===== config.mk =====
export PLATFORM = sky130hd
export DESIGN_NAME = lock_command_frame_parser_unit
export DESIGN_NICKNAME = d
export VERILOG_FILES = /design/src/hw/rtl/lcfp_pkg.sv /design/src/hw/rtl/lock_command_frame_parser_unit.sv /design/src/hw/rtl/lcfp_front.sv /design/src/hw/rtl/lcfp_queue.sv /design/src/hw/rtl/lcfp_back.sv
export SDC_FILE = /design/constraint.sdc
export NUM_CORES = 1
export LEC_CHECK = 0
export BUFFER_PORTS_ARGS = -buffer_cell sky130_fd_sc_hd__buf_2
export CORE_UTILIZATION = 30
export CTS_CLUSTER_DIAMETER = 80
export CTS_CLUSTER_SIZE = 25
export DETAILED_ROUTE_END_ITERATION = 8
export PLACE_DENSITY_LB_ADDON = 0.2
export SLEW_MARGIN = 40
export SYNTH_ARGS = -nofsm -noshare
export SYNTH_HDL_FRONTEND = slang
export SYNTH_SLANG_ARGS = --single-unit

===== constraint.sdc =====
create_clock -name i_clk -period 8.7 [get_ports i_clk]
set_input_delay 0 -clock i_clk [delete_from_list [all_inputs] [get_ports i_clk]]
set_output_delay 0 -clock i_clk [all_outputs]
set_load 0.05 [all_outputs]

===== src/hw/rtl/lcfp_pkg.sv =====
// ----------------------------------------------------------------------------
// lcfp_pkg
// Shared types and constants of the lock command frame parser.
// ----------------------------------------------------------------------------
package lcfp_pkg;

    // frame bytes
    localparam logic [7:0] SYNC_BYTE = 8'h68;
    localparam logic [7:0] END_BYTE  = 8'h16;
    localparam logic [7:0] FC_UNLOCK = 8'h01;
    localparam logic [7:0] FC_LOCK   = 8'h02;
    localparam logic [7:0] LEN_MIN   = 8'd9;

    // defaults
    localparam int MAX_FRAME_DEF   = 128;
    localparam int QUEUE_DEPTH_DEF = 2;

    // frame status codes
    localparam logic [2:0] ST_BUSY     = 3'd0;
    localparam logic [2:0] ST_ACCEPT   = 3'd1;
    localparam logic [2:0] ST_BAD_HDR  = 3'd2;
    localparam logic [2:0] ST_BAD_LEN  = 3'd3;
    localparam logic [2:0] ST_BAD_END  = 3'd4;
    localparam logic [2:0] ST_BAD_SUM  = 3'd5;

    // lock actions handed from front to back
    localparam logic [1:0] LOCK_KEEP = 2'd0;
    localparam logic [1:0] LOCK_SET  = 2'd1;
    localparam logic [1:0] LOCK_CLR  = 2'd2;

    // classified word, one per received byte
    typedef struct packed {
        logic [2:0] status;
        logic [7:0] func;
        logic [7:0] len;
        logic [1:0] lock_cmd;
    } t_item;

    // queue status seen by both sides
    typedef struct packed {
        logic empty;
        logic full;
    } t_q_status;

    localparam int ITEM_W = $bits(t_item);
    localparam int OUT_W  = 24;

endpackage


===== src/hw/rtl/lock_command_frame_parser_unit.sv =====
// ----------------------------------------------------------------------------
// lock_command_frame_parser_unit
// Parses 0x68-framed lock command frames and drives the lock output.
// ----------------------------------------------------------------------------
// Usage:
//   Slave stream (i_s_*) carries received bytes, one byte per word.
//   Master stream (o_m_*) returns exactly one result word per byte: frame
//   status, function code, declared length and the lock level after it.
//   Bytes outside a frame are dropped with status busy; a frame ends with
//   accept, header mismatch, bad length (judged after byte 8), bad end or
//   bad sum, and the parser goes back to hunting for 0x68.
//   Path: the result of a byte goes from the tracker step into the queue,
//   then into the output register.
//   Throughput: one byte per cycle while o_s_tready is high; the tracker
//   state update is the loop that sets this.
//   Reset (i_rst_n low, synchronous): hunting, queue empty, no result
//   pending, lock level 0 (locked).
//   Receiver stall: the output word holds; the two-entry queue absorbs up
//   to two more bytes, then o_s_tready drops until the receiver drains it.
// ----------------------------------------------------------------------------
module lock_command_frame_parser_unit import lcfp_pkg::*; #(
    parameter int MAX_FRAME   = MAX_FRAME_DEF,    // 9..255
    parameter int QUEUE_DEPTH = QUEUE_DEPTH_DEF   // power of two
) (
    input  logic             i_clk,
    input  logic             i_rst_n,
    input  logic             i_s_tvalid,
    output logic             o_s_tready,
    input  logic [7:0]       i_s_tdata,   // [7:0] rx_byte
    output logic             o_m_tvalid,
    input  logic             i_m_tready,
    // [2:0] frame_status, [10:3] func_code, [18:11] frame_len,
    // [19] lock_drive, [23:20] zero
    output logic [OUT_W-1:0] o_m_tdata
);

    t_item     front_item;
    t_item     q_item;
    t_q_status q_status;
    logic      push;
    logic      pop;

    // front: frame tracking, one classified word per byte
    lcfp_front #(
        .MAX_FRAME (MAX_FRAME)
    ) u_front (
        .i_clk      (i_clk),
        .i_rst_n    (i_rst_n),
        .i_valid    (i_s_tvalid),
        .o_ready    (o_s_tready),
        .i_byte     (i_s_tdata),
        .i_q_status (q_status),
        .o_push     (push),
        .o_item     (front_item)
    );

    // decoupling queue
    lcfp_queue #(
        .WIDTH (ITEM_W),
        .DEPTH (QUEUE_DEPTH)
    ) u_queue (
        .i_clk    (i_clk),
        .i_rst_n  (i_rst_n),
        .i_push   (push),
        .i_data   (front_item),
        .i_pop    (pop),
        .o_data   (q_item),
        .o_status (q_status)
    );

    // back: lock level and output register
    lcfp_back u_back (
        .i_clk      (i_clk),
        .i_rst_n    (i_rst_n),
        .i_item     (q_item),
        .i_q_status (q_status),
        .o_pop      (pop),
        .o_valid    (o_m_tvalid),
        .i_ready    (i_m_tready),
        .o_data     (o_m_tdata)
    );

endmodule


===== src/hw/rtl/lcfp_front.sv =====
// ----------------------------------------------------------------------------
// lcfp_front
// Byte tracker: frame hunting, header checks, checksum, status per byte.
// ----------------------------------------------------------------------------
module lcfp_front import lcfp_pkg::*; #(
    parameter int MAX_FRAME = MAX_FRAME_DEF
) (
    input  logic       i_clk,
    input  logic       i_rst_n,
    input  logic       i_valid,
    output logic       o_ready,
    input  logic [7:0] i_byte,
    input  t_q_status  i_q_status,
    output logic       o_push,
    output t_item      o_item
);

    localparam logic [7:0] MaxLen = 8'(MAX_FRAME);

    localparam logic [1:0] HDR_NONE     = 2'd0;
    localparam logic [1:0] HDR_BAD_SYNC = 2'd1;
    localparam logic [1:0] HDR_LEN_DIFF = 2'd2;

    localparam logic [7:0] POS_LEN1  = 8'd1;
    localparam logic [7:0] POS_LEN2  = 8'd2;
    localparam logic [7:0] POS_SYNC2 = 8'd3;
    localparam logic [7:0] POS_FUNC  = 8'd4;
    localparam logic [7:0] POS_JUDGE = 8'd8;

    logic       r_in_frame, n_in_frame;
    logic [7:0] r_pos,      n_pos;
    logic [7:0] r_len,      n_len;
    logic [1:0] r_fault,    n_fault;
    logic [7:0] r_sum,      n_sum;
    logic       r_sum_ok,   n_sum_ok;
    logic [7:0] r_func,     n_func;

    logic [8:0] pos_p1, pos_p2;
    logic [2:0] status;
    logic [1:0] cmd;
    logic       done;
    logic       take;

    assign o_ready = !i_q_status.full;
    assign take    = i_valid && o_ready;
    assign pos_p1  = {1'b0, r_pos} + 9'd1;
    assign pos_p2  = {1'b0, r_pos} + 9'd2;

    always_comb begin
        n_in_frame = r_in_frame;
        n_pos      = r_pos;
        n_len      = r_len;
        n_fault    = r_fault;
        n_sum      = r_sum;
        n_sum_ok   = r_sum_ok;
        n_func     = r_func;
        status     = ST_BUSY;
        cmd        = LOCK_KEEP;
        done       = 1'b0;
        if (!r_in_frame) begin
            if (i_byte == SYNC_BYTE) begin
                n_in_frame = 1'b1;
                n_pos      = POS_LEN1;
                n_sum      = SYNC_BYTE;
                n_len      = 8'd0;
                n_fault    = HDR_NONE;
                n_sum_ok   = 1'b0;
                n_func     = 8'd0;
            end
        end else begin
            if (r_pos == POS_LEN1) n_len = i_byte;
            if (r_pos == POS_LEN2 && i_byte != r_len) n_fault = HDR_LEN_DIFF;
            if (r_pos == POS_SYNC2 && i_byte != SYNC_BYTE) n_fault = HDR_BAD_SYNC;
            if (r_pos == POS_FUNC) n_func = i_byte;

            // sum covers bytes up to len-3, byte len-2 is the checksum
            if (pos_p2 < {1'b0, n_len}) begin
                n_sum = r_sum + i_byte;
            end else if (pos_p2 == {1'b0, n_len}) begin
                n_sum_ok = (i_byte == r_sum);
            end

            if (r_pos == POS_JUDGE) begin
                if (n_fault == HDR_BAD_SYNC) begin
                    status = ST_BAD_HDR;
                    done   = 1'b1;
                end else if (n_fault == HDR_LEN_DIFF || n_len < LEN_MIN ||
                             n_len > MaxLen) begin
                    status = ST_BAD_LEN;
                    done   = 1'b1;
                end
            end

            // last byte; with a nine-byte frame this is the judge byte too
            if (!done && r_pos >= POS_JUDGE && pos_p1 == {1'b0, n_len}) begin
                if (i_byte != END_BYTE) begin
                    status = ST_BAD_END;
                end else if (!n_sum_ok) begin
                    status = ST_BAD_SUM;
                end else begin
                    status = ST_ACCEPT;
                    if (n_func == FC_UNLOCK) begin
                        cmd = LOCK_SET;
                    end else if (n_func == FC_LOCK) begin
                        cmd = LOCK_CLR;
                    end
                end
                done = 1'b1;
            end

            if (done) begin
                n_in_frame = 1'b0;
                n_pos      = 8'd0;
            end else begin
                n_pos = pos_p1[7:0];
            end
        end
    end

    always_ff @(posedge i_clk) begin
        if (!i_rst_n) begin
            r_in_frame <= 1'b0;
            r_pos      <= 8'd0;
            r_len      <= 8'd0;
            r_fault    <= HDR_NONE;
            r_sum      <= 8'd0;
            r_sum_ok   <= 1'b0;
            r_func     <= 8'd0;
        end else if (take) begin
            r_in_frame <= n_in_frame;
            r_pos      <= n_pos;
            r_len      <= n_len;
            r_fault    <= n_fault;
            r_sum      <= n_sum;
            r_sum_ok   <= n_sum_ok;
            r_func     <= n_func;
        end
    end

    assign o_push          = take;
    assign o_item.status   = status;
    assign o_item.func     = n_func;
    assign o_item.len      = n_len;
    assign o_item.lock_cmd = cmd;

endmodule


===== src/hw/rtl/lcfp_queue.sv =====
// ----------------------------------------------------------------------------
// lcfp_queue
// Small synchronous FIFO between the byte tracker and the output side.
// ----------------------------------------------------------------------------
module lcfp_queue import lcfp_pkg::*; #(
    parameter int WIDTH = ITEM_W,
    parameter int DEPTH = QUEUE_DEPTH_DEF   // power of two, at least 2
) (
    input  logic             i_clk,
    input  logic             i_rst_n,
    input  logic             i_push,
    input  logic [WIDTH-1:0] i_data,
    input  logic             i_pop,
    output logic [WIDTH-1:0] o_data,
    output t_q_status        o_status
);

    localparam int AW = $clog2(DEPTH);
    localparam int CW = AW + 1;

    logic [WIDTH-1:0] r_mem [DEPTH];
    logic [AW-1:0]    r_wr_ptr, r_rd_ptr;
    logic [CW-1:0]    r_count,  n_count;
    logic             do_push, do_pop;

    assign o_status.empty = (r_count == CW'(0));
    assign o_status.full  = (r_count == CW'(DEPTH));
    assign do_push = i_push && !o_status.full;
    assign do_pop  = i_pop && !o_status.empty;
    assign o_data  = r_mem[r_rd_ptr];

    always_comb begin
        n_count = r_count;
        if (do_push && !do_pop) begin
            n_count = r_count + CW'(1);
        end else if (do_pop && !do_push) begin
            n_count = r_count - CW'(1);
        end
    end

    always_ff @(posedge i_clk) begin
        if (!i_rst_n) begin
            r_wr_ptr <= '0;
            r_rd_ptr <= '0;
            r_count  <= '0;
        end else begin
            if (do_push) r_wr_ptr <= r_wr_ptr + AW'(1);
            if (do_pop)  r_rd_ptr <= r_rd_ptr + AW'(1);
            r_count <= n_count;
        end
    end

    always_ff @(posedge i_clk) begin
        if (do_push) r_mem[r_wr_ptr] <= i_data;
    end

endmodule


===== src/hw/rtl/lcfp_back.sv =====
// ----------------------------------------------------------------------------
// lcfp_back
// Lock level keeper and registered result word.
// ----------------------------------------------------------------------------
module lcfp_back import lcfp_pkg::*; (
    input  logic             i_clk,
    input  logic             i_rst_n,
    input  t_item            i_item,
    input  t_q_status        i_q_status,
    output logic             o_pop,
    output logic             o_valid,
    input  logic             i_ready,
    output logic [OUT_W-1:0] o_data
);

    logic             r_lock,  n_lock;
    logic             r_valid;
    logic [OUT_W-1:0] r_data;
    logic             pop;

    assign pop   = !i_q_status.empty && (!r_valid || i_ready);
    assign o_pop = pop;

    always_comb begin
        case (i_item.lock_cmd)
            LOCK_SET: n_lock = 1'b1;
            LOCK_CLR: n_lock = 1'b0;
            default:  n_lock = r_lock;
        endcase
    end

    always_ff @(posedge i_clk) begin
        if (!i_rst_n) begin
            r_lock  <= 1'b0;
            r_valid <= 1'b0;
        end else begin
            if (pop) begin
                r_lock  <= n_lock;
                r_valid <= 1'b1;
            end else if (i_ready) begin
                r_valid <= 1'b0;
            end
        end
    end

    // pad, lock, len, func, status from the top bit down
    always_ff @(posedge i_clk) begin
        if (pop) begin
            r_data <= {4'd0, n_lock, i_item.len, i_item.func, i_item.status};
        end
    end

    assign o_valid = r_valid;
    assign o_data  = r_data;

endmodule


==> results of run 1 <==
-- state kept, by name (all words and copies together), names as in the netlist, named ones only --
name                flops
u_front.r_fault         2
u_back.r_lock           1
u_queue.r_count         2
u_queue.r_wr_ptr        1
u_front.r_sum           8
u_front.r_sum_ok        1
u_queue.r_mem          42
u_front.r_func          8
u_front.r_pos           8
u_queue.r_rd_ptr        1
u_back.o_data          20
u_front.r_len           8
u_front.r_in_frame      1
u_back.o_valid          1
-- final cells by class --
| type | count | area (sq um) | share of cell area |
|---|---|---|---|
| clock buffer | 9 | 225 | 0.0358 |
| clock inverter | 7 | 57.6 | 0.00915 |
| inverter | 16 | 61.3 | 0.00974 |
| multi-input combinational | 396 | 2750 | 0.437 |
| sequential | 105 | 2720 | 0.433 |
| tap | 229 | 287 | 0.0455 |
| timing repair buffer | 36 | 188 | 0.0298 |
-- synthesized netlist by cell type, types with 4 or more instances --
cell        n
or4_1       5
nand4_1     8
nand2_1    27
dfxtp_1    43
xnor2_1    19
inv_1      15
nand3_1    25
and3_1      7
ha_1       19
o31ai_1     4
a22oi_1     4
mux2_2     21
a211oi_1    4
a31oi_1     5
a21oi_1    23
clkbuf_1   30
buf_4       4
o2111ai_1   5
nor2_1     49
nor3_1     20
nand2b_1    5
edfxtp_1   62
a22o_1     16
or3_1       8
a221oi_1    5
nor4_1      4
xor2_1      9
a21o_1     10
and2_1      5
mux2i_1     6
o211ai_1    4
o21ai_0    28
-- per-layer routing --
metal,part of all wire,vias up,track usage
li1,-,2093,-
met1,0.47,2133,0.210
met2,0.47,146,0.249
met3,0.048,21,0.0290
met4,0.016,0,0.0509
met5,0,-,0
-- logic make-up (layout without fill, tap and decap cells) --
logic type | Yosys count | after routing | share of synthesized area
adder cells (fa/ha/maj) | 22 | 22 | 0.0492
flip-flops | 105 | 105 | 0.482
AND/OR/NAND/NOR | 183 | 183 | 0.168
AO/OA/AOI/OAI | 132 | 132 | 0.164
buffers and inverters | 54 | 68 | 0.0392
other | 1 | 4 | 0.000664
multiplexers | 27 | 27 | 0.0525
XOR/XNOR | 28 | 28 | 0.0434
-- worst max-delay path: cells and delay by family, from the launching register on --
family                   cells  cell delay (ps)
adder cells (fa/ha/maj)      2              490
AO/OA/AOI/OAI                2              580
flip-flops                   1              390
AND/OR/NAND/NOR              5             1950
multiplexers                 1              250
buffers and inverters        2              250
-- path summary, 6_finish.rpt --
check                                              startpoint                             to  slack (ps)
worst max register to register  u_front.r_pos[1]$_SDFFE_PN0P_  u_queue.r_mem[0][0]$_DFFE_PP_        4550
worst min-delay path                               i_m_tready    u_back.o_valid$_SDFFE_PN0P_          60
worst max-delay path            u_front.r_pos[1]$_SDFFE_PN0P_  u_queue.r_mem[0][0]$_DFFE_PP_        4550
worst min register to register  u_front.r_sum[6]$_SDFFE_PN0P_  u_front.r_sum[6]$_SDFFE_PN0P_         490
-- power by group --
| part | internal (mW) | switching (mW) |
|---|---|---|
| Clock | 0.200 | 0.196 |
| Combinational | 0.134 | 0.329 |
| Sequential | 0.653 | 0.0475 |
| Total | 0.987 | 0.573 |
==> results.json, run 1 <==
{
  "crit_path_top_delay_cell": "or4b_1",
  "path_class": "flop to flop",
  "viasPerCell": 5.51,
  "synth_top_area_frac": 0.330,
  "relSlewSlack": 0.431,
  "min_path_type": "input port to flop",
  "antenna_found_initial": 0,
  "status": "finished with violations",
  "grt_overflow": 0,
  "total_power_mw": 1.56,
  "layout_common_cells": "edfxtp_1, nor2_1, dfxtp_1",
  "synth.largest_area_cell": "edfxtp_1",
  "hold_depth": 4,
  "ys_ff_latch": 105,
  "final_cell_area_sq_um": 6290,
  "cts-buffers-inserted": 9,
  "gp_congestion": 0.924,
  "drcViolationCount": 8,
  "max_freq_mhz": 241,
  "ios": 38,
  "yosys_most_used_dff": "edfxtp_1",
  "nets": 596,
  "final_core_util": 0.346,
  "htree_levels": 3,
  "slew_violations": 0,
  "grt_max_degree": 27,
  "grt_pass1_wl_um": 23100,
  "dieArea_sq_um": 19400,
  "setup-tns-final_ps": 0,
  "final_cells": 798,
  "synth_warnings": 0,
  "fillers": 1799,
  "cp_slowest_stage_delay_ps": 610,
  "min_period_ps": 4150,
  "die_w_um": 139,
  "maxCapViolCount": 0,
  "synth.distinct_cells": 66,
  "cp.required_ps": 8830,
  "cts_sinks": 105,
  "worst_slew_pin_slew_ps": 853,
  "synth-seq-area-share": 0.482,
  "start_kind": "flop",
  "num_antenna_cells": 0,
  "period_share": 0.477,
  "power_density_nw_per_um2": 248,
  "num_rows": 49,
  "fin_worst_skew_ps": 8.73,
  "ir_worst_vdd_mv": 0.0985,
  "violations": "design-rule violations",
  "cts_resized": 0,
  "start_util": 0.310,
  "port_buffers": 33,
  "dp_cells": 782,
  "vias": 4393,
  "cts_buffer_depth": 2,
  "core_region_area_sq_um": 18200,
  "areaGrowthSynthToFinish_pct": 11.5,
  "clk_latency_ps": 350,
  "finalHoldViolations": 0,
  "cp_cell_sequence": "inv_1, ha_1, or4b_1, nor2_1, mux2i_1, inv_1, ha_1, nor3_1, o2111ai_1, or4_1, or3_1, a211oi_1",
  "rsz0062_at_grt": "false",
  "async_reset_ff_frac": 0,
  "whs_ps": 58.7,
  "reg2reg_depth": 12,
  "critPathCaptureType": "flop",
  "cts_setup_buffers": 0,
  "path_clk_slew_ps": 80,
  "hpwl_um": 10500,
  "synth_edf_count": 62,
  "cts_root_buf": "clkbuf_16",
  "syn_area_sq_um": 5650,
  "drtIter0Drc": 341,
  "dpl_worst_slack_ps": 4480,
  "cts_tree": "done",
  "cts_hold_buf": 0,
  "setup_viol": 0,
  "dr.pass1.iters": 7,
  "post_drt_wl_per_cell_um": 18.7,
  "antenna_left": 0,
  "grt_pass1_vias": 4176,
  "layout_setup_ws_ps": 4550,
  "layout_commonest_cell": "edfxtp_1",
  "wl_um": 14900,
  "leakagePower_nw": 2.31,
  "synthTopCellsByArea": "edfxtp_1, dfxtp_1, ha_1",
  "crit_arrival_ps": 4280,
  "grt_usage": 0.155,
  "die_y_um": 139,
  "postPlaceCellArea_sq_um": 5980,
  "avgSynthCellArea_sq_um": 10.2,
  "syn_inst": 552,
  "crit_fanout": 8,
  "drive_above_1_share": 0.155
}
Power figures use the tool's default switching activity.
==> run 2: changes to the inputs <==
clock period = 3.35 ns   (was 8.7 ns; I/O delays follow)
==> run 2 against run 1 <==
Compared with the run above: wire length up 2.0%; worst hold slack worse by 40 ps; clock power rose to 2.7 times the previous value; via count up 4.7%; utilization up 3.1 points; maximum frequency up 25%; highest routed layer unchanged; the run still ends with design-rule violations left; critical path type unchanged.
==> results.json, run 2 (synthesis gave the netlist of run 1 again) <==
{
  "grt_max_degree": 26,
  "grt_util_met2": 0.254,
  "htree_levels": 3,
  "min_period_ps": 3330,
  "maxCapViolCount": 0,
  "die_w_um": 139,
  "drive_above_1_share": 0.270,
  "port_buffers": 33,
  "start_kind": "flop",
  "cts_buffer_depth": 2,
  "fillers": 1799,
  "met3_usage": 0.0335,
  "path_clk_slew_ps": 80,
  "violations": "design-rule violations",
  "drtIter0Drc": 357,
  "path_class": "flop to flop",
  "num_rows": 49,
  "hold_depth": 4,
  "min_path_type": "input port to flop",
  "max_freq_mhz": 301,
  "fin_worst_skew_ps": 12.8,
  "cp.required_ps": 3450,
  "multi_input_area_sq_um": 2930,
  "nets": 645,
  "final_core_util": 0.377,
  "core_region_area_sq_um": 18200,
  "num_antenna_cells": 0,
  "layout_common_cells": "edfxtp_1, buf_4, nor2_1",
  "cts-buffers-inserted": 9,
  "dpl_worst_slack_ps": -296,
  "vias": 4598,
  "cts_sinks": 105,
  "viasPerCell": 5.43,
  "dieArea_sq_um": 19400,
  "clk_latency_ps": 350,
  "rsz0062_at_grt": "true",
  "grt_pass1_wl_um": 24000,
  "setup-tns-final_ps": 0,
  "worst_slew_pin_slew_ps": 709,
  "register_area_sq_um": 2730,
  "top_register": "u_queue.r_mem",
  "hpwl_um": 10800,
  "finalHoldViolations": 0,
  "largest_reg_flops": 42,
  "drcViolationCount": 7,
  "gr-max-usage-layer": "met2",
  "cts_root_buf": "clkbuf_16",
  "critPathCaptureType": "flop",
  "slew_violations": 0,
  "setup_viol": 0,
  "antenna_left": 0,
  "leakagePower_nw": 2.59,
  "power_density_nw_per_um2": 603,
  "postPlaceCellArea_sq_um": 6300,
  "period_share": 0.993,
  "crit_fanout": 5,
  "grt_pass1_vias": 4296,
  "die_y_um": 139,
  "grt_overflow": 0,
  "wl_um": 15200,
  "start_util": 0.310,
  "post_drt_wl_per_cell_um": 17.9,
  "layout_commonest_cell": "edfxtp_1",
  "layout_setup_ws_ps": 24.8,
  "ir_worst_vdd_mv": 0.251,
  "relSlewSlack": 0.527,
  "reg2reg_depth": 12,
  "crit_arrival_ps": 3430,
  "dr.pass1.iters": 9,
  "grt_usage": 0.159,
  "ios": 38,
  "whs_ps": 18.3,
  "grt_util_met1": 0.222,
  "status": "finished with violations",
  "final_cell_area_sq_um": 6860,
  "gp_congestion": 0.869,
  "antenna_found_initial": 0,
  "cts_tree": "done",
  "areaGrowthSynthToFinish_pct": 21.6
}
==> run 2: cell types whose count changed in the layout (fill, tap and decap cells not counted), moves of 3 or more <==
cell	delta
o21ai_2	+3
nand3_2	+3
o21ai_0	-3
ha_1	-4
ha_4	+4
nand3_1	-3
buf_4	+47
==> run 2: path summary, 6_finish.rpt <==
path / end / start / slack [ps]
max: u_queue.r_mem[0][20]$_DFFE_PP_ / u_front.r_pos[1]$_SDFFE_PN0P_ / 20
min: u_back.o_valid$_SDFFE_PN0P_ / i_m_tready / 20
max reg2reg: u_queue.r_mem[0][20]$_DFFE_PP_ / u_front.r_pos[1]$_SDFFE_PN0P_ / 20
min reg2reg: u_front.r_sum[4]$_SDFFE_PN0P_ / u_front.r_sum[4]$_SDFFE_PN0P_ / 490
==> run 2: final cells by class <==
class	count	area share
multi-input combinational	396	0.427
sequential	105	0.397
timing repair buffer	85	0.0826
tap	229	0.0417
clock buffer	9	0.0328
clock inverter	7	0.0102
inverter	16	0.00875
==> run 2: layer usage <==
| layer | routed length [um] | part of all wire |
|---|---|---|
| met5 | 0 | 0 |
| met4 | 178 | 0.012 |
| met3 | 699 | 0.046 |
| met2 | 7130 | 0.47 |
| met1 | 7190 | 0.47 |
==> run 2: worst max-delay path, cell delays in order (launching register included) <==
cell	delay [ps]
dfxtp_2	330
inv_2	80
ha_4	130
or4b_4	520
o21ai_2	160
and2_4	180
ha_4	140
nand3_2	90
nor2_4	130
o2111ai_2	120
or3_4	410
or4b_4	570
and3b_1	200
==> run 2: what timing repair did <==
item | CTS | global route
buffers inserted | 3 | 5
pin swaps | 6 | 14
gates cloned | 0 | 0
hold buffers | 0 | 0
gates resized for setup | 12 | 35
endpoints found under the setup margin | 6 | 18
==> run 2: power by group <==
part	internal [mW]	total, mW	switching, mW
Sequential	1.69	1.79	0.100
Clock	0.529	1.05	0.524
Combinational	0.400	1.29	0.893
==> run 2: metrics by stage <==
| stage | cells | total power, mW |
|---|---|---|
| floorplan | 555 | 2.77 |
| global placement | 825 | 3.07 |
| detailed placement | 825 | 3.09 |
| CTS | 844 | 4.16 |
| global route | 847 | 4.36 |
| finish | 847 | 4.14 |
==> run 3: changes to the inputs <==
ABC_AREA = 1   (was not set)
CTS_CLUSTER_DIAMETER = 100   (was 80)
GPL_ROUTABILITY_DRIVEN = 0   (was not set)
==> run 3 against run 2 <==
Compared with the run above: the run now ends clean; critical path depth rose by 5; clock power barely moved; sequential power barely moved; worst hold slack improved by 76 ps; combinational power rose by 9%; cell area fell by 5.5%; maximum frequency rose by 14%; total power rose by 3.2%; final cell count rose by 12%.
==> results.json, run 3 <==
{
  "min_period_ps": 2930,
  "cts_sinks": 105,
  "ios": 38,
  "port_buffers": 33,
  "ys_ff_latch": 105,
  "worst_slew_pin_slew_ps": 694,
  "cts_root_buf": "clkbuf_16",
  "top_register": "u_queue.r_mem",
  "vias": 4551,
  "dieArea_sq_um": 19800,
  "clkPwrFrac": 0.250,
  "drtIter0Drc": 321,
  "cp_num_buf_inv": 3,
  "rsz0062_at_grt": "false",
  "final_cell_area_sq_um": 6490,
  "avgSynthCellArea_sq_um": 8.55,
  "areaGrowthSynthToFinish_pct": 12.4,
  "fin_worst_skew_ps": 8.03,
  "drive_above_1_share": 0.175,
  "path_class": "flop to flop",
  "num_rows": 50,
  "yosysMostFrequentCell": "nand2_1",
  "fillers": 1925,
  "die_y_um": 141,
  "pwr-share-seq": 0.418,
  "critPathCaptureType": "flop",
  "synth_edf_count": 62,
  "sw_frac_of_total": 0.369,
  "cts-buffers-inserted": 9,
  "cp_top_family": "simple AND/OR/NAND/NOR gates",
  "htree_levels": 3,
  "syn_inst": 675,
  "final_cells": 947,
  "synth_warnings": 0,
  "cts_buffer_depth": 2,
  "crit_path_top_delay_cell": "dfxtp_1",
  "total_power_mw": 4.27,
  "path_clk_slew_ps": 70,
  "synth_top_area_frac": 0.323,
  "drcViolationCount": 0,
  "ir_worst_vdd_mv": 0.245,
  "cp_cell_sequence": "inv_1, ha_1, nand2_4, inv_1, nand2_1, nand2_1, nand2_2, inv_1, ha_1, a211oi_1, nand3_1, nor2_1, nand3_1, nor2_2, nand2_1, nand2_1, a21oi_1",
  "core_region_area_sq_um": 18800,
  "async_reset_ff_frac": 0,
  "intPower_mw": 2.70,
  "maxCapViolCount": 0,
  "relSlewSlack": 0.533,
  "yosys_most_used_dff": "edfxtp_1",
  "nets": 740,
  "grt_max_degree": 29,
  "layout_common_cells": "nand2_1, inv_1, edfxtp_1",
  "layout_setup_ws_ps": 425,
  "dpl_worst_slack_ps": 443,
  "postPlaceCellArea_sq_um": 6170,
  "synth-seq-area-share": 0.472,
  "grt_usage": 0.153,
  "antenna_found_initial": 0,
  "dp_cells": 929,
  "max_freq_mhz": 342,
  "cp_slowest_stage_delay_ps": 470,
  "start_kind": "flop",
  "start_util": 0.308,
  "whs_ps": 94.5,
  "syn_area_sq_um": 5770,
  "grt_overflow": 0,
  "leakagePower_nw": 2.69,
  "final_core_util": 0.346,
  "num_antenna_cells": 0,
  "post_drt_wl_per_cell_um": 15.0,
  "power_switching_mw": 1.57,
  "period_share": 0.873,
  "synthTopCellsByCount": "nand2_1, inv_1, edfxtp_1",
  "dr.pass1.iters": 5,
  "layout_commonest_cell": "nand2_1",
  "antenna_left": 0,
  "hpwl_um": 10600,
  "clk_latency_ps": 350,
  "setup_viol": 0,
  "synth.largest_area_cell": "edfxtp_1",
  "min_path_type": "input port to flop",
  "crit_arrival_ps": 3020,
  "largest_reg_flops": 42,
  "cts_tree": "done",
  "grt_pass1_vias": 4502,
  "synthTopCellsByArea": "edfxtp_1, dfxtp_1, nand2_1",
  "wl_um": 14200,
  "die_w_um": 141,
  "power_density_nw_per_um2": 658,
  "cts_setup_buffers": 0,
  "synth.distinct_cells": 41,
  "grt_pass1_wl_um": 23200,
  "finalHoldViolations": 0,
  "slew_violations": 0,
  "viasPerCell": 4.81,
  "status": "complete, no violations",
  "crit_path_frequent_cell": "nand2_1",
  "share_comb_of_total_power": 0.331,
  "setup-tns-final_ps": 0,
  "cp.required_ps": 3450,
  "crit_fanout": 6
}
run 3: changes by cell type in the layout (fill, tap and decap cells not counted), sizes merged, moves of 15 or more:
| cell | change |
|---|---|
| a21oi | +22 |
| xnor2 | -15 |
| nor3 | -18 |
| o21ai | +18 |
| inv | +65 |
| nor2 | +17 |
| buf | -43 |
| nand2 | +157 |
| a22o | -16 |
run 3: cells by family after synthesis:
group | Yosys count | synth area share
buffers and inverters | 107 | 0.0783
adders and majority gates | 20 | 0.0447
other | 1 | 0.000650
muxes | 21 | 0.0408
xor gates and xnor gates | 14 | 0.0225
and+or+nand+nor | 300 | 0.243
DFF | 105 | 0.472
AOI/OAI and AO/OA | 107 | 0.0989
run 3: final cells by class:
cell class              instances  area [sq um]  share of cell area
well taps                     234           293              0.0451
clock buffers                  12           246              0.0380
flip-flops and latches        105          2720               0.420
clock inverters                 4          51.3             0.00791
inverters                      83           314              0.0484
multi-input cells             466          2620               0.403
repair buffers                 43           243              0.0374
run 3: metal layers:
layer  vias up  GRT usage  part of all wire
li1       2285          -                 -
met1      2140      0.192              0.46
met2       102      0.262              0.48
met3        24     0.0255             0.036
met4         0     0.0612             0.020
met5         -          0                 0
run 3: timing repair:
| item | CTS | global route |
|---|---|---|
| endpoints found under the hold margin | 1 | 0 |
| gates resized for setup | 0 | 0 |
| hold buffers | 1 | 0 |
run 3: worst paths after layout:
path,end,cells past startpoint,start,slack (ps)
worst max-delay path,u_queue.r_mem[1][18]$_DFFE_PP_,17,u_front.r_pos[1]$_SDFFE_PN0P_,420
worst max register to register,u_queue.r_mem[1][18]$_DFFE_PP_,17,u_front.r_pos[1]$_SDFFE_PN0P_,420
worst min-delay path,u_front.r_sum[5]$_SDFFE_PN0P_,3,i_rst_n,90
worst min register to register,flop,1,u_queue.r_rd_ptr$_SDFFE_PN0P_,470
run 3: worst reg2reg max path, stage by stage, from the launching register on:
cell,delay (ps)
dfxtp_1,470
inv_1,130
ha_1,230
nand2_4,100
inv_1,40
nand2_1,160
nand2_1,90
nand2_2,100
inv_1,60
ha_1,290
a211oi_1,250
nand3_1,110
nor2_1,110
nand3_1,130
nor2_2,210
nand2_1,70
nand2_1,60
a21oi_1,60
run 3: power by group through the flow:
stage,Combinational (mW),Clock (mW),Sequential (mW)
2_1_floorplan,0.644,0,2.25
3_3_place_gp,1.40,0,1.81
3_5_place_dp,1.43,0,1.82
4_1_cts,1.43,1.11,1.79
5_1_grt,1.54,1.15,1.82
6_report,1.41,1.07,1.79
